### config.mk
export PLATFORM = sky130hd
export DESIGN_NAME = dual_range_scalar_kalman_top
export DESIGN_NICKNAME = d
export VERILOG_FILES = /design/src/sv/drsk_pkg.sv /design/src/sv/dual_range_scalar_kalman_top.sv
export SDC_FILE = /design/constraint.sdc
export NUM_CORES = 2
export LEC_CHECK = 0
export BUFFER_PORTS_ARGS = -buffer_cell sky130_fd_sc_hd__buf_2
export CAP_MARGIN = 20
export CORE_ASPECT_RATIO = 0.9
export CORE_MARGIN = 3
export CORE_UTILIZATION = 40
export CTS_CLUSTER_DIAMETER = 100
export DETAILED_ROUTE_END_ITERATION = 6
export SLEW_MARGIN = 20
export SYNTH_ARGS = -nofsm -noshare
export SYNTH_HDL_FRONTEND = slang
export SYNTH_SLANG_ARGS = --single-unit
### constraint.sdc
create_clock -name clk_i -period 27.7 [get_ports clk_i]
set_clock_uncertainty 0.1 [all_clocks]
set_input_delay 1.385 -clock clk_i [delete_from_list [all_inputs] [get_ports clk_i]]
set_output_delay 1.385 -clock clk_i [all_outputs]
set_load 0.005 [all_outputs]
### src/sv/drsk_pkg.sv
// Package for the dual-range scalar Kalman smoother.
// Holds fixed-point widths, register indexes, micro-ops and the microcode ROM.
// No dependencies.
package drsk_pkg;

  // Number formats
  localparam int FRAC_BITS   = 8;                  // fraction bits of a distance
  localparam int MM_W        = 16;                 // range reading, mm
  localparam int CONV_IN_W   = MM_W + FRAC_BITS;   // mm * 2^FRAC_BITS + 5
  localparam int CONV_W      = CONV_IN_W - 3;      // after /10
  localparam int RECIP_SHIFT = CONV_IN_W + 4;      // reciprocal exact for x < 2^(k-4)
  localparam int RECIP_W     = RECIP_SHIFT - 3;
  localparam logic [RECIP_W-1:0] RECIP_TEN = RECIP_W'((2 ** RECIP_SHIFT + 9) / 10);
  localparam int OFS_W       = 14;
  localparam int D_W         = CONV_W + 2;         // signed compensated distance
  localparam int DIST_W      = 13;
  localparam logic [D_W-1:0]    TEN_CM   = D_W'(10 << FRAC_BITS);
  localparam logic [DIST_W-1:0] DIST_MAX = '1;
  localparam int GAIN_W      = 17;                 // Q0.16 plus the unity bit
  localparam logic [GAIN_W-1:0] GAIN_ONE = GAIN_W'(1 << 16);
  localparam int COV_W       = 32;
  localparam int PC_W        = COV_W + 1;
  localparam int DEN_W       = COV_W + 2;
  localparam int REM_W       = DEN_W + 1;
  localparam int CNT_W       = $clog2(GAIN_W);
  localparam int MUL_A_W     = CONV_IN_W;
  localparam int MUL_B_W     = RECIP_W;
  localparam int PROD_W      = MUL_A_W + MUL_B_W;
  localparam int ACC_W       = 50;
  localparam int PC_LO_W     = 17;                 // covariance split for the multiplier
  localparam int ROUND_HALF  = 1 << 15;
  localparam int TDATA_O_W   = 48;                 // raw, gain, filtered padded to bytes
  localparam int CFG_IDX_W   = 2;
  localparam int CFG_DATA_W  = 32;

  typedef enum logic [CFG_IDX_W-1:0] {
    REG_LEFT_OFS  = 2'd0,
    REG_RIGHT_OFS = 2'd1,
    REG_PROC_VAR  = 2'd2,
    REG_SENS_VAR  = 2'd3
  } cfg_idx_e;

  typedef enum logic [3:0] {
    OP_ACCEPT,    // wait for and latch an input transfer
    OP_MUL_CONV,  // acc = (mm<<F + 5) * recip(10)
    OP_RAW_PC,    // raw distance, predicted covariance
    OP_DIV_INIT,  // load divider
    OP_DIV_STEP,  // one restoring-division step
    OP_GAIN,      // gain and its complement
    OP_MUL_PLO,   // acc = ng * pc[lo]
    OP_MUL_PHI,   // acc += ng * pc[hi] << 17
    OP_WR_P,      // covariance write-back
    OP_MUL_NX,    // acc = ng * X + half
    OP_MUL_GR,    // acc += g * raw
    OP_WR_X       // estimate write-back, result out
  } op_e;

  typedef enum logic [2:0] {
    COND_NONE,
    COND_NO_INPUT,
    COND_DIV_MORE,
    COND_OUT_BUSY
  } cond_e;

  typedef enum logic [3:0] {
    ST_ACCEPT, ST_CONV, ST_RAW, ST_DIV_INIT, ST_DIV_STEP, ST_GAIN,
    ST_P_LO, ST_P_HI, ST_P_WR, ST_X_OLD, ST_X_RAW, ST_X_WR
  } step_e;

  typedef struct packed {
    op_e   op;
    cond_e cond;    // jump to target when true
    step_e target;
    logic  wrap;    // fall through to the first step
  } ctrl_t;

  function automatic ctrl_t ucode_rom(step_e s);
    ctrl_t w;
    w = '{op: OP_ACCEPT, cond: COND_NO_INPUT, target: ST_ACCEPT, wrap: 1'b0};
    unique case (s)
      ST_ACCEPT:   w = '{OP_ACCEPT,   COND_NO_INPUT, ST_ACCEPT,   1'b0};
      ST_CONV:     w = '{OP_MUL_CONV, COND_NONE,     ST_ACCEPT,   1'b0};
      ST_RAW:      w = '{OP_RAW_PC,   COND_NONE,     ST_ACCEPT,   1'b0};
      ST_DIV_INIT: w = '{OP_DIV_INIT, COND_NONE,     ST_ACCEPT,   1'b0};
      ST_DIV_STEP: w = '{OP_DIV_STEP, COND_DIV_MORE, ST_DIV_STEP, 1'b0};
      ST_GAIN:     w = '{OP_GAIN,     COND_NONE,     ST_ACCEPT,   1'b0};
      ST_P_LO:     w = '{OP_MUL_PLO,  COND_NONE,     ST_ACCEPT,   1'b0};
      ST_P_HI:     w = '{OP_MUL_PHI,  COND_NONE,     ST_ACCEPT,   1'b0};
      ST_P_WR:     w = '{OP_WR_P,     COND_NONE,     ST_ACCEPT,   1'b0};
      ST_X_OLD:    w = '{OP_MUL_NX,   COND_NONE,     ST_ACCEPT,   1'b0};
      ST_X_RAW:    w = '{OP_MUL_GR,   COND_NONE,     ST_ACCEPT,   1'b0};
      ST_X_WR:     w = '{OP_WR_X,     COND_OUT_BUSY, ST_X_WR,     1'b1};
      default:     w = '{OP_ACCEPT,   COND_NO_INPUT, ST_ACCEPT,   1'b0};
    endcase
    return w;
  endfunction

endpackage

### src/sv/dual_range_scalar_kalman_top.sv
// Dual-range scalar Kalman smoother, top level.
// Microcoded sequencer over one multiplier, one accumulator and a restoring divider.
// Depends on drsk_pkg.
//
//  channel   dir  handshake            payload
//  s_*       in   s_tvalid_i/tready_o  tdata: range_mm[15:0]; tuser: channel
//  m_*       out  m_tvalid_o/tready_i  tdata: raw[12:0] gain[29:13] filtered[42:30]
//  cfg_*     in   cfg_valid_i/ready_o  cfg_index_i, cfg_data_i (always ready)
//
// An item runs from its input transfer until its result is loaded into the
// output register; the gain division (17 steps, one quotient bit per cycle)
// dominates. The next input transfer can be taken the cycle after that load.
// Reset (rst_ni, async, low) restores the default offsets and variances and
// zeroes both channels' covariance and estimate; no clearing pass is needed.
// A result waits in the output register while the next item is taken and
// worked on; the sequencer only holds at its final step if that register is
// still occupied.
module dual_range_scalar_kalman_top
  import drsk_pkg::*;
(
  input  logic                  clk_i,
  input  logic                  rst_ni,
  // input stream
  input  logic                  s_tvalid_i,
  output logic                  s_tready_o,
  input  logic [MM_W-1:0]       s_tdata_i,   // [15:0] range_mm
  input  logic                  s_tuser_i,   // [0] channel
  // result stream
  output logic                  m_tvalid_o,
  input  logic                  m_tready_i,
  output logic [TDATA_O_W-1:0]  m_tdata_o,   // [12:0] raw_distance, [29:13] gain,
                                             // [42:30] filtered_distance, rest zero
  output logic                  m_tuser_o,   // [0] channel_out
  // configuration writes
  input  logic                  cfg_valid_i,
  output logic                  cfg_ready_o,
  input  logic [CFG_IDX_W-1:0]  cfg_index_i,
  input  logic [CFG_DATA_W-1:0] cfg_data_i
);

  // configuration registers
  logic signed [OFS_W-1:0] left_ofs_q, right_ofs_q;
  logic [COV_W-1:0]        proc_var_q, sens_var_q;

  // per-channel state (two entries, indexed by the channel bit)
  logic [COV_W-1:0]  cov_q [2];
  logic [DIST_W-1:0] est_q [2];

  // sequencer
  step_e seq_q, seq_d;
  ctrl_t ctrl;
  logic  jump;

  // datapath
  logic              chan_q;
  logic [MM_W-1:0]   mm_q;
  logic [ACC_W-1:0]  acc_q;
  logic [DIST_W-1:0] raw_q;
  logic [PC_W-1:0]   pc_q;
  logic [DEN_W-1:0]  den_q;
  logic              den_zero_q;
  logic [REM_W-1:0]  rem_q;
  logic [GAIN_W-1:0] quo_q;
  logic [GAIN_W-1:0] dbits_q;
  logic [CNT_W-1:0]  cnt_q;
  logic [GAIN_W-1:0] g_q, ng_q;

  // output register
  logic              m_valid_q;
  logic              out_chan_q;
  logic [DIST_W-1:0] out_raw_q, out_filt_q;
  logic [GAIN_W-1:0] out_gain_q;

  logic in_fire, out_busy, out_load;
  assign in_fire  = s_tvalid_i && s_tready_o;
  assign out_busy = m_valid_q && !m_tready_i;

  assign ctrl       = ucode_rom(seq_q);
  assign s_tready_o = (ctrl.op == OP_ACCEPT);
  assign out_load   = (ctrl.op == OP_WR_X) && !out_busy;

  always_comb begin
    unique case (ctrl.cond)
      COND_NONE:     jump = 1'b0;
      COND_NO_INPUT: jump = !s_tvalid_i;
      COND_DIV_MORE: jump = (cnt_q != '0);
      COND_OUT_BUSY: jump = out_busy;
      default:       jump = 1'b0;
    endcase
    if (jump)           seq_d = ctrl.target;
    else if (ctrl.wrap) seq_d = ST_ACCEPT;
    else                seq_d = step_e'(seq_q + 4'd1);
  end

  // --- shared multiplier -------------------------------------------------
  logic [MUL_A_W-1:0] mul_a;
  logic [MUL_B_W-1:0] mul_b;
  logic [PROD_W-1:0]  prod;

  always_comb begin
    mul_a = MUL_A_W'(ng_q);
    mul_b = '0;
    case (ctrl.op)
      OP_MUL_CONV: begin
        mul_a = {mm_q, FRAC_BITS'(0)} + MUL_A_W'(5);   // round half up before /10
        mul_b = RECIP_TEN;
      end
      OP_MUL_PLO: mul_b = MUL_B_W'(pc_q[PC_LO_W-1:0]);
      OP_MUL_PHI: mul_b = MUL_B_W'(pc_q[PC_W-1:PC_LO_W]);
      OP_MUL_NX:  mul_b = MUL_B_W'(est_q[chan_q]);
      OP_MUL_GR: begin
        mul_a = MUL_A_W'(g_q);
        mul_b = MUL_B_W'(raw_q);
      end
      default: ;
    endcase
  end
  assign prod = mul_a * mul_b;

  // --- distance compensation ---------------------------------------------
  logic [CONV_W-1:0]       conv;
  logic signed [OFS_W-1:0] ofs;
  logic signed [D_W-1:0]   comp_dist;
  logic [D_W-1:0]          mag;
  logic [DIST_W-1:0]       raw_d;

  assign conv      = acc_q[RECIP_SHIFT +: CONV_W];
  assign ofs       = chan_q ? right_ofs_q : left_ofs_q;
  assign comp_dist = $signed({2'b00, conv}) + $signed({{(D_W-OFS_W){ofs[OFS_W-1]}}, ofs});

  always_comb begin
    if (comp_dist > $signed(TEN_CM)) mag = TEN_CM;
    else if (comp_dist[D_W-1])       mag = D_W'(-comp_dist);   // mirror a negative reading
    else                             mag = D_W'(comp_dist);
    raw_d = (mag > D_W'(DIST_MAX)) ? DIST_MAX : mag[DIST_W-1:0];
  end

  // --- divider step ------------------------------------------------------
  logic [REM_W-1:0] trial;
  logic             fits;
  assign trial = {rem_q[REM_W-2:0], dbits_q[GAIN_W-1]};
  assign fits  = (trial >= REM_W'(den_q));

  // --- write-back values -------------------------------------------------
  logic [COV_W-1:0]  p_new;
  logic [DIST_W-1:0] x_new;
  logic [ACC_W-17:0] x_full;

  assign p_new  = (|acc_q[ACC_W-1:COV_W+16]) ? '1 : acc_q[COV_W+15:16];
  assign x_full = acc_q[ACC_W-1:16];
  assign x_new  = (x_full > (ACC_W-16)'(DIST_MAX)) ? DIST_MAX : x_full[DIST_W-1:0];

  // --- control state -----------------------------------------------------
  always_ff @(posedge clk_i or negedge rst_ni) begin
    if (!rst_ni) begin
      seq_q       <= ST_ACCEPT;
      m_valid_q   <= 1'b0;
      left_ofs_q  <= OFS_W'(-479);
      right_ofs_q <= OFS_W'(-410);
      proc_var_q  <= COV_W'(65536);
      sens_var_q  <= COV_W'(65536);
      cov_q[0]    <= '0;
      cov_q[1]    <= '0;
      est_q[0]    <= '0;
      est_q[1]    <= '0;
    end else begin
      seq_q <= seq_d;
      if (out_load)        m_valid_q <= 1'b1;
      else if (m_tready_i) m_valid_q <= 1'b0;
      if (cfg_valid_i && cfg_ready_o) begin
        unique case (cfg_idx_e'(cfg_index_i))
          REG_LEFT_OFS:  left_ofs_q  <= cfg_data_i[OFS_W-1:0];
          REG_RIGHT_OFS: right_ofs_q <= cfg_data_i[OFS_W-1:0];
          REG_PROC_VAR:  proc_var_q  <= cfg_data_i[COV_W-1:0];
          REG_SENS_VAR:  sens_var_q  <= cfg_data_i[COV_W-1:0];
          default: ;
        endcase
      end
      if (ctrl.op == OP_WR_P) cov_q[chan_q] <= p_new;
      if (out_load)           est_q[chan_q] <= x_new;
    end
  end

  assign cfg_ready_o = 1'b1;

  // --- datapath registers ------------------------------------------------
  always_ff @(posedge clk_i) begin
    case (ctrl.op)
      OP_ACCEPT: if (in_fire) begin
        chan_q <= s_tuser_i;
        mm_q   <= s_tdata_i;
      end
      OP_MUL_CONV: acc_q <= ACC_W'(prod);
      OP_RAW_PC: begin
        raw_q <= raw_d;
        pc_q  <= PC_W'(cov_q[chan_q]) + PC_W'(proc_var_q);
      end
      OP_DIV_INIT: begin
        den_q      <= DEN_W'(pc_q) + DEN_W'(sens_var_q);
        den_zero_q <= (pc_q == '0) && (sens_var_q == '0);
        rem_q      <= REM_W'(pc_q[PC_W-1:1]);         // numerator is pc << 16
        dbits_q    <= {pc_q[0], (GAIN_W-1)'(0)};
        quo_q      <= '0;
        cnt_q      <= CNT_W'(GAIN_W - 1);
      end
      OP_DIV_STEP: begin
        rem_q   <= fits ? trial - REM_W'(den_q) : trial;
        quo_q   <= {quo_q[GAIN_W-2:0], fits};
        dbits_q <= {dbits_q[GAIN_W-2:0], 1'b0};
        cnt_q   <= cnt_q - CNT_W'(1);
      end
      OP_GAIN: begin
        if (den_zero_q) begin
          g_q  <= '0;
          ng_q <= GAIN_ONE;
        end else if (quo_q > GAIN_ONE) begin
          g_q  <= GAIN_ONE;
          ng_q <= '0;
        end else begin
          g_q  <= quo_q;
          ng_q <= GAIN_ONE - quo_q;
        end
      end
      OP_MUL_PLO: acc_q <= ACC_W'(prod);
      OP_MUL_PHI: acc_q <= acc_q + ACC_W'({prod, (PC_LO_W)'(0)});
      OP_MUL_NX:  acc_q <= ACC_W'(prod) + ACC_W'(ROUND_HALF);
      OP_MUL_GR:  acc_q <= acc_q + ACC_W'(prod);
      default: ;
    endcase
    if (out_load) begin
      out_chan_q <= chan_q;
      out_raw_q  <= raw_q;
      out_gain_q <= g_q;
      out_filt_q <= x_new;
    end
  end

  assign m_tvalid_o = m_valid_q;
  assign m_tuser_o  = out_chan_q;
  assign m_tdata_o  = {(TDATA_O_W - 2*DIST_W - GAIN_W)'(0), out_filt_q, out_gain_q, out_raw_q};

endmodule
* After elaboration in Yosys (flattened, before gate mapping)
Memory sizes are Yosys's and may differ from the RTL's.
Index checks and enable logic that the tools add are counted.
** Operators by class
- $add $sub $neg :: 12
- Multipliers :: 1
- Div/mod/pow operators :: 0
- Magnitude comparators :: 7
- Equal/unequal tests :: 17
- Shift-type cells :: 0
- Mux-type cells :: 32
- Bitwise operators :: 1
- Reductions and logical operators :: 24
** Operator list (number)
- $pmux 50 s4 :: 1
- $mux 32 :: 5
- $pmux 25 s5 :: 1
- $pmux 17 s2 :: 2
- $pmux 34 s2 :: 1
- $mux 13 :: 5
- $bwmux 64 :: 1
- $add 49x16->50 const B :: 1
- $add 50x49->50 :: 1
- $add 50x50->50 :: 1
- $mul 24x25->49 :: 1
- $pmux 24 s2 :: 1
- $gt 23x13->1 const B :: 2
- $mux 23 :: 2
- $ge 35x34->1 :: 1
- $add 33x32->34 :: 1
- $gt 34x13->1 const B :: 1
- $mux 17 :: 2
- $mux 34 :: 1
- $sub 34x34->34 :: 1
- $add 32x32->33 :: 1
- $logic_not 33->1 :: 1
- $demux 32 s1 :: 1
- $logic_not 32->1 :: 1
- other kinds (34) :: 58
** Storage, ports and cells
- Register bits :: 486
- Latch bits :: 0
- RAM bits :: 0
- Memory bits (read-only) :: 176
- Input bits :: 56
- Output and inout port bits :: 52
- Logic and storage cells :: 124
- Memories kept :: 1
** Memories
- (no name shown) :: words 16, bits a word 11, read ports 1, clocked after memory_dff 0, write ports 0, RTL line drsk_pkg.sv:80 : unique case (s)

* Depth between registers and ports, before layout
- Word-level depth :: 8
- Depth in mapped cells :: 49

* Least setup slack after synthesis
Ideal clock, no wire load.
- Kind :: register -> register
- From :: register seq_q[2]
- To :: register acc_q[44], data pin
- Arrival time :: 10.357 ns
- Setup slack :: 16.969 ns
- Stages on the path, launching flop included :: 48
- Path buffers :: 6
- Clock period less this slack :: 10.731 ns
- Cells stage by stage :: dfrtp_1 inv_1 ha_1 and2_1 clkbuf_1 clkbuf_1 clkbuf_1 a22o_1 clkbuf_1 nand2_1 fa_1 inv_1 fa_1 inv_1 fa_1 inv_1 fa_1 inv_1 [12 not listed] o21a_1 o21ai_1 xnor2_1 inv_1 ha_1 clkbuf_1 a21o_1 a21o_1 a21oi_1 o21ai_0 a21oi_1 nor4bb_1 nor3_1 a31oi_1 xnor2_1 a221oi_1 o21ai_0 a21boi_0
** Between the ends
- Longest elaborated chain between the ends :: 6
- Elaborated cells between the ends (all ways) :: 14
- Classes of those cells :: add/sub: 3; mul: 1; eq/ne: 5; mux: 3; reduce/logical: 1; memory: 1
** RTL lines
- from (decl) :: RTL line dual_range_scalar_kalman_top.sv:50 : step_e seq_q, seq_d;
- from (signal assigned) :: RTL line dual_range_scalar_kalman_top.sv:167 : seq_q <= seq_d;
- $mem_v2 16x11 *
- $eq 4x4->1 (tied with other cells) :: RTL line dual_range_scalar_kalman_top.sv:103, dual_range_scalar_kalman_top.sv:188
- $pmux 25 s5 / $pmux 24 s2 (equally long branches) :: RTL line dual_range_scalar_kalman_top.sv:103 : case (ctrl.op)
- $mul 24x25->49 :: RTL line dual_range_scalar_kalman_top.sv:118 : assign prod = mul_a * mul_b;
- $add 50x49->50 (tied with other cells) :: RTL line dual_range_scalar_kalman_top.sv:227 : OP_MUL_GR: acc_q <= acc_q + ACC_W'(prod);
- $pmux 50 s4 * :: RTL line dual_range_scalar_kalman_top.sv:188 : case (ctrl.op)
- to (signal assigned) :: RTL line dual_range_scalar_kalman_top.sv:193 : OP_MUL_CONV: acc_q <= ACC_W'(prod);
- to (signal assigned) :: RTL line dual_range_scalar_kalman_top.sv:226 : OP_MUL_NX: acc_q <= ACC_W'(prod) + ACC_W'(ROUND_HALF);
- to (signal assigned) :: RTL line dual_range_scalar_kalman_top.sv:227
- to (decl) :: RTL line dual_range_scalar_kalman_top.sv:57 : logic [ACC_W-1:0] acc_q;
Mark *: on every way between the ends. The rest lies on a longest branch, timed or not.
A chain may end at the register's enable or synchronous reset.

* Final worst setup path
Ends and elaborated chain as after synthesis.

==> results_dict.tcl <==
set metrics [dict create \
    status "complete, no violations" \
    synth_cells 5126 \
    core_area_mm2 0.118 \
    via_per_inst 5.54 \
    grt_max_degree 118 \
    hold_start "cov_q[28]" \
    cp-end-kind "register" \
    r2r_cells 41 \
    setup_tns_ns 0 \
    start_util_pct 40.6 \
    yosysWarnings 0 \
    maxSlewHeadroom_pct 28.2 \
    grt_setup_unrepaired "no" \
    multiInputGateArea_mm2 0.0315 \
    grt_first_pass_wirelength_um 225000 \
    grtUsageMet3_pct 3.46 \
    cts_tree "yes" \
    dieArea_mm2 0.124 \
    finalWeightedCongestion 0.951 \
    cp_max_fo 47 \
    antenna_found_initial 4 \
    drtAntennaViolNets 0 \
    clkTransAtPathRegs_ns 0.06 \
    synth_edf_count 282 \
    worstHoldPathCells 2 \
    hold_path_end "cov_q[28]" \
    fmax_mhz 76.0 \
    cpMostUsedCell "fa_1" \
    start_kind "register" \
    routed_wirelength_um 146000 \
    overflow 0 \
    drcViolationCount 0 \
    grt_pass1_vias 36800 \
    cts-hold-fix-buffers 0 \
    rows 119 \
    regToRegStartpoint "seq_q[2]" \
    clk_latency_ns 0.68 \
    met1_usage_pct 36.1 \
    synth_cell_types 103 \
    critical_path_class "reg -> reg" \
    maxCapViolations 0 \
    cp_num_buf_inv 9 \
    cts_made_buffers 57 \
    cpPeakStageDelay_ns 0.83 \
    portBuffers 101 \
    fin_crit_sh_pct 47.5 \
    hpwl_um 117000 \
    area_growth_syn_to_layout_pct 9.26 \
    drive_gt1_share_pct 9.36 \
    rr_endpoint "acc_q[44]" \
    grt_usage_pct 23.5 \
    drtIter0Drc 3186 \
    vias 37800 \
    ys_ff_latch 469 \
    die_height_um 334 \
    final_nets 6096 \
    io-pin-count 108 \
    root_buffer "clkbuf_16" \
    avgSynthCellArea_um2 9.33 \
    die_w_um 370 \
    synth_flop_cell "edfxtp_1" \
    first_pass_iters 6 \
    min_path_type "reg -> reg" \
    final-seq-area_mm2 0.0132 \
    syn-cell-area_mm2 0.0478 \
    max_slew.worst_pin.slew_ns 1.08 \
    grt.met2_usage_pct 34.3 \
    r2r_slack_ns 14.55 \
    clock_sink_count 469 \
    crit_family "adder cells" \
    htreeDepth 2 \
    post_drt_wl_per_cell_um 21.4 \
    cp_data_required_time_ns 27.98 \
    drv_slew 0 \
    grt.busiest_layer "met1" \
    seq_area_frac_synth_pct 27.5 \
    cpMaxStageDelayCell "a221o_1" \
    finalCriticalPeriod_ns 13.15 \
    clk_path_buf_depth 3 \
    fill_cells 11400 \
    cp.arrival_ns 13.43 \
    synthArstFlopShare_pct 39.9 \
    hold_viol_final 0 \
    cts_setup_buffers 0 \
    setup-violations-final 0 \
    cts_resized 0 \
]
## worst register-to-register path: cells and delay by family (launching register included)
kind	cells	cell delay, ns
AOI/OAI and AO/OA	10	3.08
xor gates and xnor gates	2	0.80
adders and majority gates	10	4.86
buffers and inverters	9	1.03
DFF	1	0.46
and+or+nand+nor	10	2.56
## worst max path at each step
stage	cells past startpoint	slack, ns	start	to
6_report	41	14.55	seq_q[2]	acc_q[44]
5_1_grt	41	13.58	seq_q[2]	acc_q[47]
4_1_cts	41	14.66	seq_q[2]	acc_q[47]
3_5_place_dp	41	14.68	seq_q[2]	acc_q[47]
3_3_place_gp	43	14.89	seq_q[2]	acc_q[47]
2_1_floorplan	47	16.97	seq_q[2]	acc_q[44]
## kinds of logic (layout without fill, tap and decap cells)
group	Yosys count	count (layout)	share of synthesized area, %
AOI/OAI and AO/OA	1113	1113	15.2
buffers and inverters	873	973	6.93
muxes	171	171	3.96
and+or+nand+nor	1421	1421	13.6
DFF	469	469	27.5
adders and majority gates	830	830	28.2
other	2	36	0.0157
xor gates and xnor gates	247	247	4.54
## final cells by class
type / instances / area share (%)
multi-input cells: 3817 / 60.3
flip-flops and latches: 469 / 25.2
inverters: 698 / 5.01
well taps: 1573 / 3.77
clock buffers: 75 / 3.12
repair buffers: 167 / 1.93
clock inverters: 33 / 0.639
diodes: 1 / 0.00479
## routing by layer
layer  part of all wire [%]  up-vias
li1                       -    17700
met5                 0.0089        -
met3                    7.1      199
met2                     42     1228
met1                     48    18700
met4                    2.9        2
## flip-flops by register name, indices dropped and copies added (netlist names), 26 cells and up
register	cells
pc_q	33
rem_q	34
est_q	26
sens_var_q	32
den_q	34
cov_q	64
acc_q	50
proc_var_q	32
## per-stage QoR
stage / cells / setup slack [ns] / cell area, µm² / hold WS (ns) / util (%)
after floorplan: 5159 / 16.97 / 47900 / 0.324 / -
after global placement: 6724 / 14.89 / 50300 / 0.356 / 42.7
after detailed placement: 6724 / 14.68 / 50300 / 0.365 / 42.7
after CTS: 6832 / 14.66 / 52300 / 0.378 / 44.4
after global routing: 6832 / 13.58 / 52300 / 0.394 / 44.4
final: 6833 / 14.55 / 52300 / 0.374 / 44.4
## placed cells by master (no fill, tap or decap), types with 33 or more instances in the layout
cell type	count
buf_2	100
fa_1	411
edfxtp_1	282
clkbuf_16	60
nand3_1	78
nor4_1	33
o21bai_1	38
nor2b_1	35
nor3_1	55
xor2_1	100
inv_1	695
and3_1	74
xnor2_1	146
nand2_1	474
and2_1	53
buf_4	66
dfrtp_1	169
a21oi_1	332
o21a_1	43
a21o_1	119
mux2_2	146
nor2_1	458
conb_1	35
a221oi_1	33
ha_1	419
nand4_1	36
o21ai_0	234
## Yosys cell counts (55+ instances only)
cell type / instances / area [µm²]
a21o_1: 119 / 893
a21oi_1: 332 / 1660
and2_1: 55 / 344
and3_1: 74 / 463
clkbuf_1: 143 / 537
dfrtp_1: 169 / 4230
edfxtp_1: 282 / 8470
fa_1: 411 / 8230
ha_1: 419 / 5240
inv_1: 695 / 2610
mux2_2: 146 / 1640
nand2_1: 475 / 1780
nand3_1: 80 / 400
nor2_1: 460 / 1730
nor3_1: 56 / 280
o21ai_0: 235 / 1180
xnor2_1: 146 / 1280
xor2_1: 100 / 876
Power is not shown: default switching activity piles up to over one toggle a cycle in this logic, so the estimate is an artifact.
